===== src/hdl/spfa_shortest_paths_defines.svh =====
// Assertion macros shared by the SPFA shortest paths design.
`ifndef SPFA_SHORTEST_PATHS_DEFINES_SVH
`define SPFA_SHORTEST_PATHS_DEFINES_SVH
// Assert that an antecedent implies a consequent in the same cycle.
`define SPFA_ASSERT_IMP(lbl, clk, rstn, ante, cons, msg) \
  lbl: assert property (@(posedge clk) disable iff (!rstn) (ante) |-> (cons)) else $error(msg);
// Assert that an antecedent implies a consequent in the next cycle.
`define SPFA_ASSERT_NXT(lbl, clk, rstn, ante, cons, msg) \
  lbl: assert property (@(posedge clk) disable iff (!rstn) (ante) |=> (cons)) else $error(msg);
`endif


===== src/hdl/spfa_pkg.sv =====
// Package with the shared constants and types of the SPFA shortest paths block.
`default_nettype none
package spfa_pkg;
  localparam int MaxNodes   = 64;
  localparam int MaxEdges   = 1024;
  localparam int NodeBits   = 6;
  localparam int EdgeBits   = 10;
  localparam int LinkBits   = 11;
  localparam int WeightBits = 16;
  localparam int DistBits   = 32;
  localparam int CountBits  = 7;
  localparam logic [DistBits-1:0] InfDist = 32'd1000000000;
  localparam logic [LinkBits-1:0] NullLink = 11'd1024;

  localparam logic [1:0] FUNC_ADD   = 2'd0;
  localparam logic [1:0] FUNC_SOLVE = 2'd1;
  localparam logic [1:0] FUNC_CLEAR = 2'd2;
  localparam logic [1:0] FUNC_NOP   = 2'd3;

  // Address of the node count register.
  localparam logic [1:0] ADDR_NODE_COUNT = 2'd0;

  // Result of one node, handed to the output stage.
  typedef struct packed {
    logic [NodeBits-1:0]  node;
    logic [DistBits-1:0]  distance;
    logic [CountBits-1:0] predecessor;
    logic                 negative_cycle;
    logic                 edges_lost;
    logic                 last;
  } spfa_result_t;

  // Saturating signed add of a distance and a weight.
  function automatic logic [DistBits-1:0] sat_add(input logic [DistBits-1:0] d,
                                                   input logic [WeightBits-1:0] w);
    logic [DistBits:0] s;
    begin
      s = {d[DistBits-1], d} + {{(DistBits-WeightBits+1){w[WeightBits-1]}}, w};
      if (s[DistBits] != s[DistBits-1])
        sat_add = s[DistBits] ? {1'b1, {(DistBits-1){1'b0}}} : {1'b0, {(DistBits-1){1'b1}}};
      else
        sat_add = s[DistBits-1:0];
    end
  endfunction
endpackage
`default_nettype wire


===== src/hdl/spfa_out_stage.sv =====
// Two-entry output buffer that decouples the solver from the result receiver.
`default_nettype none
module spfa_out_stage
  import spfa_pkg::*;
(
  input  wire logic         clk,
  input  wire logic         rst_n,
  input  wire logic         push,
  input  wire spfa_result_t push_data,
  output logic              has_room,
  output logic              out_tvalid,
  input  wire logic         out_tready,
  output spfa_result_t      out_data
);
  spfa_result_t buf_r [2];
  logic [1:0] cnt_r, cnt_nxt;
  logic       rd_r, wr_r;
  logic       pop;

  assign pop        = out_tvalid && out_tready;
  assign out_tvalid = (cnt_r != 2'd0);
  assign out_data   = buf_r[rd_r];
  assign has_room   = (cnt_r == 2'd0);

  always_comb begin
    cnt_nxt = cnt_r + {1'b0, push} - {1'b0, pop};
  end

  // Buffer pointers and payload.
  always_ff @(posedge clk) begin
    if (!rst_n) begin
      cnt_r <= 2'd0;
      rd_r  <= 1'b0;
      wr_r  <= 1'b0;
    end else begin
      cnt_r <= cnt_nxt;
      if (pop) rd_r <= ~rd_r;
      if (push) wr_r <= ~wr_r;
    end
    if (push) buf_r[wr_r] <= push_data;
  end
endmodule
`default_nettype wire


===== config.mk =====
export PLATFORM = sky130hd
export DESIGN_NAME = spfa_out_stage
export DESIGN_NICKNAME = d
export VERILOG_FILES = /design/src/hdl/spfa_shortest_paths_defines.svh /design/src/hdl/spfa_pkg.sv /design/src/hdl/spfa_out_stage.sv
export SDC_FILE = /design/constraint.sdc
export NUM_CORES = 1
export LEC_CHECK = 0
export BUFFER_PORTS_ARGS = -buffer_cell sky130_fd_sc_hd__clkbuf_2
export CAP_MARGIN = 0
export CORE_UTILIZATION = 52
export DETAILED_ROUTE_END_ITERATION = 16
export GPL_TIMING_DRIVEN = 1
export PLACE_DENSITY = 0.85
export SLEW_MARGIN = 20
export SYNTH_ARGS = -nofsm -noshare
export SYNTH_HDL_FRONTEND = slang
export SYNTH_SLANG_ARGS = --single-unit

===== constraint.sdc =====
create_clock -name clk -period 3.7 [get_ports clk]
set_input_delay 0 -clock clk [delete_from_list [all_inputs] [get_ports clk]]
set_output_delay 0 -clock clk [all_outputs]
set_load 0.05 [all_outputs]

Yosys cells after proc, flatten, opt, wreduce, memory -nomap -nowiden
Memory sizes are Yosys's and may differ from the RTL's. A register that Yosys moved wholly into a read port is not among the register bits.
Cells that the tools add are included.
Widths: inputs -> output; s select.

cells by class
  div/mod/pow operators = 0
  bitwise operators = 2
  shifts and indexed selects = 0
  add/sub/neg operators = 2
  mux-type cells = 4
  equal/unequal tests = 0
  $lt $le $gt $ge = 0
  reduce and logical (&&, ||, !) cells = 3
  multipliers = 0

operators by type and width
  cell               count
  $mux 1             4
  $add 2x1->2        1
  $logic_not 2->1    1
  $not 1->1          2
  $reduce_bool 2->1  1
  $sub 2x1->2        1
  $logic_and 1x1->1  1

word-level totals
  memories = 1
  memory bits (read-only) = 0
  memory bits (writable) = 96
  bits in latches = 0
  register bits after elaboration = 4
  input bits = 52

memory list
  memory  words  bits a word  rd ports  clocked after memory_dff  wr ports  RTL line              RTL
  buf_r   2      48           1         1                         1         spfa_out_stage.sv:15  spfa_result_t buf_r [2];

Depth between registers and ports, before layout
Gate-level depths: netlist (run 1).

  word-level depth = 4
  mapped depth = 6

Least setup slack after synthesis (run 1)
No wires, ideal clock.

  path type = flip-flop to flip-flop
  from = reg wr_r
  to = mem buf_r[0][0] in the netlist's numbering (enable)
  arrival time = 2.475 ns
  slack = 0.765 ns
  required time = 3.240 ns
  clock period less this slack = 2.935 ns
  stages on the path, launching flop included = 2
  cell sequence = dfxtp_1 > nor2b_1

RTL lines
  item                    RTL line              RTL
  from (decl)             spfa_out_stage.sv:17  logic rd_r, wr_r;
  from (signal assigned)  spfa_out_stage.sv:38  if (push) wr_r <= ~wr_r;
  to (decl)               spfa_out_stage.sv:15

Straight into the memory's write port.

==> parameters.txt, run 1 <==
Parameter                              Value

Routing
  Final ANT Viol Nets ... 0
  Total wire length ... 6597 µm
  Number of design rule violations left after detail routing ... 0
  Routed WL per cell ... 15.24 µm
  Number of detailed-route iterations in the first pass ... 4
  Violation count after the first detailed-route iteration ... 92
  DR vias ... 2073
  Via count normalized by instance count ... 4.788

Floorplan
  Initial core utilization ... 0.5478
  Site row count ... 30
  Die span in y ... 87.30 µm
  Die span in x ... 87.30 µm
  Total die area ... 7621 µm²
  Core box area ... 6907 µm²
  Ports placed on the boundary ... 102

STA
  Worst clock skew on the final layout ... 0.007081 ns
  Post-layout minimum cycle time ... 2.309 ns
  Post-Route Setup TNS ... 0 ns
  Total count of max-transition violations in the final report ... 0
  Worst-margin pin slew ... 0.8707 ns
  Final setup fails ... 0
  Unrepaired setup endpoints after global routing ... no
  Count of endpoints failing hold in the final timing report ... 0
  Hold_ws ... 0.03121 ns
  Worst-case headroom to the max-slew limit ... 0.4196
  Achievable frequency ... 433.0 MHz
  Worst path setup slack after routing ... 1.391 ns
  Final clock period utilization by the worst path ... 0.6242

Synth
  Synthesized net count ... 226
  Area contributors post-synth ... sky130_fd_sc_hd__edfxtp_1 (76%), sky130_fd_sc_hd__mux2_2 (8.3%), sky130_fd_sc_hd__mux2_4 (7.9%), sky130_fd_sc_hd__dfxtp_1 (2.6%), sky130_fd_sc_hd__buf_6 (0.89%)
  Post-synth top area cell ... sky130_fd_sc_hd__edfxtp_1
  Total of flip-flops plus latches after synthesis ... 101
  Synthesized cell area ... 3784 µm²
  Leading cell types by count after synthesis ... sky130_fd_sc_hd__edfxtp_1 (96), sky130_fd_sc_hd__mux2_2 (28), sky130_fd_sc_hd__mux2_4 (20)
  Number of flops mapped to enable cells by yosys ... 96
  Number of distinct library cells after synthesis ... 16
  Most common cell in the synthesized netlist ... sky130_fd_sc_hd__edfxtp_1
  Sequential cell area fraction in the yosys report ... 0.7884
  Leading register cell type out of synthesis ... sky130_fd_sc_hd__edfxtp_1
  Gate count of the mapped netlist ... 172
  Share of flip-flops with an asynchronous set or reset after synthesis ... 0
  Synthesized area per cell ... 22.00 µm²
  Share of the synthesized area in the top cell type ... 0.7619
  Yosys warning count ... 0

Clocking
  Clock Latency Late Sink ... 0.34 ns
  Clock tree from TritonCTS ... done
  Total CTS buffers ... 9
  Cell at the root of the clock tree ... sky130_fd_sc_hd__clkbuf_8
  CTS Hold Bufs ... 50
  Gates resized, CTS repair ... 0
  Clock net sink count ... 101
  H-tree Lvls ... 3
  Clock transition at the registers of the reported paths ... 0.09 ns
  Post-CTS Setup Repair Bufs ... 0
  Clock Path Buffers ... 2

Global route
  Vias in the first global route ... 2186
  Global-route wire length before repair ... 9715 µm
  Total grt overflow ... 0
  Maximum number of pins on one net before global-route repair ... 34
  GRT Resource Usage Total ... 0.1778
  Initial antenna violation count ... 0

Worst setup path
  Type of the setup path with the least slack ... flop to output pin
  Crit start category ... flop
  Reg-to-reg endpoint ... wr_r
  Critical path data arrival time ... 2.31 ns
  Largest fanout on the critical path ... 33
  Worst R2R Setup Slack ... 1.90 ns
  Cell breakdown of the critical path ... buf_4, mux2_2, clkbuf_2
  Beginning of the worst register-to-register path ... wr_r
  Largest stage delay on the critical path ... 0.91 ns
  Depth of the most critical reg-to-reg path ... 3
  Type of destination of the critical path ... output pin
  Slowest stage cell, crit path ... sky130_fd_sc_hd__dfxtp_2
  Critical Path RT ... 3.70 ns

Place
  Placed cell count ... 367
  Number of buffers added on ports ... 101
  Placed Instance Area ... 4398 µm²
  Routability cong. ... 0.6754
  Post-placement setup slack ... 1.759 ns

Layout
  Cell area after layout ... 5066 µm²
  Count of antenna diodes in the layout ... 0
  Fillers ... 443
  Final Non-Filler Cells ... 433
  Net count, final ... 386
  Final design utilization ... 0.7335
  Reg area ... 2984 µm²
  P&R area growth vs syn ... 33.90%
  Multi-input combinational cell area ... 754.5 µm²
  Proportion of layout cells with a drive suffix above 1 ... 0.5045

Power
  Total leakage power ... 1.990 nW
  IR Drop Worst-Case VDD ... 0.0003831 V
  Power after layout ... 2.980 mW
  Pwr/cell area ... 588.3 nW/µm²

Worst hold path
  Worst min path class ... input pin to flop
  WHS Endpoint ... cnt_r[0]
  Hold Crit Start ... push
  Hold depth ... 3

Flow run
  MaxCap Viol Count ... 0

Run status
  Status ... complete, no violations
-- final cells by class --
class / instances / area share
Inverter: 3 / 0.002223
Clock inverter: 5 / 0.007162
Clock buffer: 11 / 0.02593
Multi-Input combinational cell: 63 / 0.1489
Timing Repair Buffer: 154 / 0.2030
Tap cell: 96 / 0.02371
Sequential cell: 101 / 0.5890
-- placed cells by master (no fill, tap or decap) --
cell type                       instances
sky130_fd_sc_hd__clkbuf_2             101
sky130_fd_sc_hd__edfxtp_1              96
sky130_fd_sc_hd__dlygate4sd3_1         50
sky130_fd_sc_hd__mux2_2                28
sky130_fd_sc_hd__mux2_4                20
sky130_fd_sc_hd__clkbuf_8               9
sky130_fd_sc_hd__dfxtp_1                4
sky130_fd_sc_hd__inv_1                  3
sky130_fd_sc_hd__clkinvlp_4             3
sky130_fd_sc_hd__buf_4                  3
sky130_fd_sc_hd__o21a_1                 2
sky130_fd_sc_hd__mux2i_1                2
sky130_fd_sc_hd__nor2b_1                2
sky130_fd_sc_hd__ha_1                   2
sky130_fd_sc_hd__clkbuf_1               2
sky130_fd_sc_hd__or2_2                  1
sky130_fd_sc_hd__and2_2                 1
sky130_fd_sc_hd__nand2_1                1
sky130_fd_sc_hd__nand2b_1               1
sky130_fd_sc_hd__nor2b_4                1
sky130_fd_sc_hd__and2_1                 1
sky130_fd_sc_hd__xnor3_1                1
sky130_fd_sc_hd__dfxtp_2                1
sky130_fd_sc_hd__inv_6                  1
sky130_fd_sc_hd__clkinv_2               1
-- kinds of logic (layout without fill, tap and decap cells) --
| kind of cell | count (synthesis) | in the layout | synth area share |
|---|---|---|---|
| compound gates | 2 | 2 | 0.003967 |
| xor+xnor | 1 | 1 | 0.005952 |
| fa+ha+maj | 2 | 2 | 0.006613 |
| buf+inv | 8 | 173 | 0.01455 |
| flops | 101 | 101 | 0.7884 |
| mux | 50 | 50 | 0.1680 |
| simple gates | 8 | 8 | 0.01257 |
-- worst max-delay path by stage --
stage,slack (ns),endpoint,cells after the start,start
final,1.39,out_data[6],3,flop
after CTS,1.35,out_data[6],3,flop
after floorplan,0.76,buf_r[0][0],1,wr_r
after global routing,1.27,out_data[6],3,flop
after global placement,1.79,out_data[6],3,flop
after detailed placement,1.76,out_data[6],3,flop
-- critical path: cells and delay by family (launching register included) --
family	cells	cell delay (ns)
multiplexers	1	0.38
buffers and inverters	2	0.66
flip-flops	1	0.91
-- metal layers --
| layer | routed length [µm] | global-route usage | vias up |
|---|---|---|---|
| met5 | 0 | 0 | - |
| met4 | 40 | 0.05514 | 0 |
| met3 | 329 | 0.05118 | 4 |
| met2 | 3558 | 0.3317 | 74 |
| met1 | 2668 | 0.1938 | 1009 |
| li1 | - | - | 986 |
-- flip-flops by register name, indices dropped and copies added (netlist names), named ones only --
| register | cells |
|---|---|
| buf_r | 96 |
| cnt_r | 2 |
| rd_r | 1 |
| wr_r | 1 |
-- power by group --
group | internal (mW) | switching [mW]
clock | 0.246 | 0.357
combinational | 0.345 | 0.633
sequential | 1.33 | 0.0681
(Power assumes the default switching activity.)
==> run 2: changes to the inputs <==
==> constraint.sdc (replaced) <==
create_clock -name clk -period 2.4 [get_ports clk]
set_input_delay 0 -clock clk [delete_from_list [all_inputs] [get_ports clk]]
set_output_delay 0 -clock clk [all_outputs]
set_load 0.05 [all_outputs]
==> run 2 against run 1 <==
  * Combinational power up 64%
  * Setup slack worse by 0.68 ns
  * Hold slack worse by 0.0024 ns
  * Highest routed layer unchanged
  * Sequential share of layout area down 0.33 points
  * Die area unchanged
==> parameters.txt, run 2 (synthesis results as in run 1) <==
Parameter                              Value

Floorplan
  Ports placed on the boundary ... 102
  Initial core utilization ... 0.5478
  Die span in y ... 87.30 µm
  Core box area ... 6907 µm²
  Site row count ... 30
  Total die area ... 7621 µm²
  Die span in x ... 87.30 µm

Worst setup path
  Depth of the most critical reg-to-reg path ... 2
  Largest fanout on the critical path ... 26
  Crit start category ... flop
  Critical Path RT ... 2.40 ns
  Critical path data arrival time ... 1.69 ns
  Type of destination of the critical path ... output pin
  Type of the setup path with the least slack ... flop to output pin
  Worst R2R Setup Slack ... 0.79 ns

STA
  Count of endpoints failing hold in the final timing report ... 0
  Worst-margin pin slew ... 0.7085 ns
  Achievable frequency ... 592.8 MHz
  Worst path setup slack after routing ... 0.7132 ns
  Post-Route Setup TNS ... 0 ns
  Final setup fails ... 0
  Worst-case headroom to the max-slew limit ... 0.5266
  Final clock period utilization by the worst path ... 0.7028
  Total count of max-transition violations in the final report ... 0
  Post-layout minimum cycle time ... 1.687 ns
  Worst clock skew on the final layout ... 0.01045 ns
  Unrepaired setup endpoints after global routing ... no

Place
  Routability cong. ... 0.6845
  Placed Instance Area ... 4425 µm²
  Number of buffers added on ports ... 101
  Post-placement setup slack ... 0.7956 ns
  HPWL reported at the end of detailed placement ... 4186 µm
  Placed cell count ... 369

Global route
  Maximum number of pins on one net before global-route repair ... 28
  Vias in the first global route ... 2161
  GRT Resource Usage Total ... 0.1952
  Total grt overflow ... 0
  Initial antenna violation count ... 0
  Global-route wire length before repair ... 10410 µm

Clocking
  Clock tree from TritonCTS ... done
  Clock Latency Late Sink ... 0.36 ns
  H-tree Lvls ... 3
  Cell at the root of the clock tree ... sky130_fd_sc_hd__clkbuf_8
  Post-CTS Setup Repair Bufs ... 0
  Clock Path Buffers ... 2
  Total CTS buffers ... 9
  Gates resized, CTS repair ... 0
  Clock net sink count ... 101
  Clock transition at the registers of the reported paths ... 0.09 ns

Routing
  Number of design rule violations left after detail routing ... 0
  Routed WL per cell ... 16.30 µm
  Via count normalized by instance count ... 4.876
  Total wire length ... 7073 µm
  Violation count after the first detailed-route iteration ... 151
  Number of detailed-route iterations in the first pass ... 4
  DR vias ... 2116
  Final ANT Viol Nets ... 0

Layout
  Largest register by flop count ... buf_r
  Net count, final ... 387
  Commonest non-fill, non-tap cell in the layout ... sky130_fd_sc_hd__clkbuf_2
  Final Non-Filler Cells ... 434
  Commonest cells after routing, fill and taps aside ... sky130_fd_sc_hd__clkbuf_2 (101), sky130_fd_sc_hd__edfxtp_1 (96), sky130_fd_sc_hd__dlygate4sd3_1 (49)
  P&R area growth vs syn ... 34.66%
  Largest register FFs ... 96
  Cell area after layout ... 5095 µm²
  Fillers ... 451
  Final design utilization ... 0.7377
  Proportion of layout cells with a drive suffix above 1 ... 0.5148
  Regs by FF count ... buf_r (96), cnt_r (2)
  Count of antenna diodes in the layout ... 0

Run status
  Status ... complete, no violations

Power
  Pwr/cell area ... 917.2 nW/µm²
  Total leakage power ... 2.010 nW
  IR Drop Worst-Case VDD ... 0.0006494 V

Worst hold path
  Worst min path class ... input pin to flop
  Hold depth ... 3

Flow run
  MaxCap Viol Count ... 0
==> run 2: cell types whose count changed in the layout (fill, tap and decap cells not counted) <==
cell,change
sky130_fd_sc_hd__buf_12,+1
sky130_fd_sc_hd__buf_4,+1
sky130_fd_sc_hd__clkbuf_1,-2
sky130_fd_sc_hd__clkinvlp_4,-1
sky130_fd_sc_hd__dlygate4sd3_1,-1
sky130_fd_sc_hd__inv_6,+3
==> run 2: worst max-delay path, stage by stage, from the launching register on <==
cell and delay [ns]:
sky130_fd_sc_hd__dfxtp_2 0.33, sky130_fd_sc_hd__buf_4 0.35, sky130_fd_sc_hd__mux2_2 0.40, sky130_fd_sc_hd__clkbuf_2 0.24
==> run 2: timing repair <==
action	4_1_cts	5_1_grt
setup endpoints to repair	0	0
hold endpoints to repair	101	0
hold buffers	49	0
==> run 2: area by class of cell <==
class	instances	area (µm²)	area share
Tap cell	96	120.1	0.02358
Timing Repair Buffer	155	1046	0.2053
Clock buffer	9	123.9	0.02431
Sequential cell	101	2984	0.5857
Inverter	3	11.26	0.002210
Clock inverter	7	55.05	0.01081
Multi-Input combinational cell	63	754.5	0.1481
==> run 2: metrics by stage <==
stage | hold slack (ns) | power [mW]
after floorplan | 0.09887 | 3.375
after global placement | 0.1888 | 3.634
after detailed placement | 0.1946 | 3.664
after CTS | 0.01852 | 4.696
after global routing | 0.04750 | 4.836
final | 0.02886 | 4.673
==> run 2: worst paths after layout <==
check / to / startpoint
setup reg to reg: buf_r[1][34] / wr_r
hold reg to reg: flop / rd_r
setup / recovery: out_data[15] / flop
hold / removal: wr_r / push
==> run 2: routing by layer <==
metal  vias to the layer above  global-route usage  part of all wire
met5                         -                   0                 0
li1                        998                   -                 -
met3                        14             0.04929             0.045
met2                        71              0.3494              0.53
met4                         0             0.08793             0.020
met1                      1033              0.2195              0.40
==> run 2: where the power goes <==
| part | internal, mW | switching, mW |
|---|---|---|
| clock | 0.390 | 0.596 |
| sequential | 2.05 | 0.0377 |
| combinational | 0.541 | 1.06 |
==> run 3: changes to the inputs <==
--- a/config.mk
+++ b/config.mk
@@ -7,10 +7,10 @@
 export LEC_CHECK = 0
 export BUFFER_PORTS_ARGS = -buffer_cell sky130_fd_sc_hd__clkbuf_2
 export CAP_MARGIN = 0
-export CORE_UTILIZATION = 52
+export CORE_UTILIZATION = 47
 export DETAILED_ROUTE_END_ITERATION = 16
 export GPL_TIMING_DRIVEN = 1
-export PLACE_DENSITY = 0.85
+export PLACE_DENSITY = 0.81
 export SLEW_MARGIN = 20
 export SYNTH_ARGS = -nofsm -noshare
 export SYNTH_HDL_FRONTEND = slang
==> constraint.sdc (replaced) <==
create_clock -name clk -period 1.4 [get_ports clk]
set_input_delay 0 -clock clk [delete_from_list [all_inputs] [get_ports clk]]
set_output_delay 0 -clock clk [all_outputs]
set_load 0.05 [all_outputs]
==> run 3 against run 2 <==
  * The run now ends with setup timing left
  * First-iteration DRC count fell by 58%
  * Cell count rose by 4.1%
  * Setup slack got worse by 0.79 ns
  * Combinational power rose to 2.6 times the previous value
  * Sequential power rose by 72%
  * Global-route usage fell by 2.3 points
  * Sequential share of layout area fell by 8.8 points
  * Utilization rose by 3.6 points
  * Non-clock buffer count rose by 13
  * Largest cell class unchanged
  * Largest power group is now combinational logic
==> parameters.txt, run 3 (synthesis results as in run 1) <==
Parameter                              Value

Run status
  Status ... complete, but fails checks
  Failing checks ... setup timing

Worst hold path
  Hold depth ... 3
  Worst min path class ... input pin to flop
  Hold Crit Start ... push

Routing
  Routed WL per cell ... 17.40 µm
  Via count normalized by instance count ... 4.799
  Violation count after the first detailed-route iteration ... 63
  Number of design rule violations left after detail routing ... 0
  DR vias ... 2169
  Number of detailed-route iterations in the first pass ... 6
  Final ANT Viol Nets ... 0
  Total wire length ... 7863 µm

Worst setup path
  Type of destination of the critical path ... output pin
  Largest fanout on the critical path ... 6
  Critical path data arrival time ... 1.48 ns
  Type of the setup path with the least slack ... flop to output pin
  Depth of the most critical reg-to-reg path ... 5
  Crit start category ... flop
  Beginning of the worst register-to-register path ... cnt_r[0]
  Critical Path End ... out_data[39]
  Critical Path RT ... 1.40 ns
  Reg-to-reg endpoint ... cnt_r[0]
  Worst R2R Setup Slack ... 0.03 ns

Layout
  Final design utilization ... 0.7732
  Largest register by flop count ... buf_r
  Cell area after layout ... 6006 µm²
  Commonest non-fill, non-tap cell in the layout ... sky130_fd_sc_hd__edfxtp_1
  Regs by FF count ... buf_r (96), cnt_r (2)
  Commonest cells after routing, fill and taps aside ... sky130_fd_sc_hd__edfxtp_1 (96), sky130_fd_sc_hd__clkbuf_2 (53), sky130_fd_sc_hd__dlygate4sd3_1 (49), sky130_fd_sc_hd__buf_8 (49), sky130_fd_sc_hd__mux2_4 (48)
  Count of antenna diodes in the layout ... 0
  Proportion of layout cells with a drive suffix above 1 ... 0.5371
  Largest register FFs ... 96
  Net count, final ... 400
  P&R area growth vs syn ... 58.73%

STA
  Final setup fails ... 48
  Total count of max-transition violations in the final report ... 0
  Count of endpoints failing hold in the final timing report ... 0
  Worst-margin pin slew ... 0.2751 ns
  Worst path setup slack after routing ... -0.07830 ns
  Post-layout minimum cycle time ... 1.478 ns
  Worst clock skew on the final layout ... 0.01054 ns
  Achievable frequency ... 676.5 MHz
  Unrepaired setup endpoints after global routing ... yes
  Post-Route Setup TNS ... -2.822 ns
  Hold_ws ... 0.01953 ns
  Final clock period utilization by the worst path ... 1.056
  Worst-case headroom to the max-slew limit ... 0.8174

Power
  Fraction of power spent switching nets ... 0.3224
  Power share of the clock group ... 0.202
  Share of power burned in combinational logic ... 0.424
  Internal Power ... 6.515 mW
  Sw power ... 3.099 mW
  IR Drop Worst-Case VDD ... 0.001070 V
  Power share of the sequential group ... 0.374
  Pwr/cell area ... 1601 nW/µm²
  Total leakage power ... 2.401 nW

Clocking
  H-tree Lvls ... 3
  Clock Latency Late Sink ... 0.36 ns
  Clock tree from TritonCTS ... done
  Clock Path Buffers ... 2
  Total CTS buffers ... 9
  Clock transition at the registers of the reported paths ... 0.09 ns
  Cell at the root of the clock tree ... sky130_fd_sc_hd__clkbuf_8
  Clock net sink count ... 101

Floorplan
  Site row count ... 32
  Core box area ... 7767 µm²
  Die span in y ... 91.73 µm
  Initial core utilization ... 0.4871
  Total die area ... 8413 µm²
  Die span in x ... 91.73 µm
  Ports placed on the boundary ... 102

Global route
  GRT Resource Usage Total ... 0.1718
  Total grt overflow ... 0
  Maximum number of pins on one net before global-route repair ... 28
  Vias in the first global route ... 2146
  Global-route wire length before repair ... 10520 µm
  Initial antenna violation count ... 0

Place
  HPWL reported at the end of detailed placement ... 3898 µm
  Post-placement setup slack ... 0.04494 ns
  Routability cong. ... 0.6391
  Number of buffers added on ports ... 101
  Placed Instance Area ... 4532 µm²

Flow run
  MaxCap Viol Count ... 0
==> run 3: cell types whose count changed in the layout (fill, tap and decap cells not counted) <==
cell / previous run / this run
sky130_fd_sc_hd__buf_8: 0 / 49
sky130_fd_sc_hd__clkbuf_2: 101 / 53
sky130_fd_sc_hd__mux2_2: 28 / 0
sky130_fd_sc_hd__mux2_4: 20 / 48
sky130_fd_sc_hd__buf_12: 1 / 7
sky130_fd_sc_hd__clkbuf_16: 0 / 5
sky130_fd_sc_hd__inv_6: 4 / 0
sky130_fd_sc_hd__buf_6: 0 / 3
sky130_fd_sc_hd__buf_4: 4 / 2
sky130_fd_sc_hd__bufinv_16: 0 / 2
sky130_fd_sc_hd__dfxtp_1: 4 / 2
sky130_fd_sc_hd__clkinv_4: 0 / 1
sky130_fd_sc_hd__dfxtp_2: 1 / 2
sky130_fd_sc_hd__dfxtp_4: 0 / 1
==> run 3: final cells by class <==
type / count / area, µm²
Clock inverter: 6 / 88.84
Clock buffer: 9 / 123.9
Multi-Input combinational cell: 63 / 859.6
Fill cell: 428 / 1762
Inverter: 3 / 11.26
Timing Repair Buffer: 168 / 1805
Sequential cell: 101 / 2989
Tap cell: 102 / 127.6
==> run 3: layer usage <==
layer	part of all wire	GRT usage
met4	0.012	0.06250
met1	0.37	0.1828
met5	0	0
met3	0.045	0.04892
met2	0.58	0.3221
==> run 3: stage by stage <==
step,std cells,power (mW)
2_1_floorplan,172,5.786
3_3_place_gp,378,6.348
3_5_place_dp,378,6.400
4_1_cts,442,8.944
5_1_grt,452,9.895
6_report,452,9.615
==> run 3: critical path, cell delays in order (launching register included) <==
cell and delay (ns):
sky130_fd_sc_hd__dfxtp_4 0.38, sky130_fd_sc_hd__buf_6 0.13, sky130_fd_sc_hd__clkbuf_16 0.16, sky130_fd_sc_hd__mux2_4 0.31, sky130_fd_sc_hd__buf_8 0.15
==> run 3: power by group through the flow <==
stage                     clock network [mW]  logic [mW]  registers [mW]
after floorplan                            0        2.15            3.63
after global placement                     0        2.70            3.65
after detailed placement                   0        2.73            3.67
after CTS                               1.95        3.39            3.60
after global routing                    2.06        4.22            3.62
final                                   1.94        4.08            3.60
==> run 3: worst min path at each step <==
| stage | endpoint | slack, ns |
|---|---|---|
| 2_1_floorplan | buf_r[0][0] | 0.1 |
| 3_3_place_gp | buf_r[0][15] | 0.19 |
| 3_5_place_dp | buf_r[1][16] | 0.19 |
| 4_1_cts | wr_r | 0.02 |
| 5_1_grt | wr_r | 0.03 |
| 6_report | wr_r | 0.02 |
==> run 3: repair_timing <==
item	CTS	global route
hold buffers	49	0
cloned	0	6
gates resized for setup	107	72
endpoints found under the hold margin	101	0
setup endpoints to repair	48	50
setup buffers	0	4
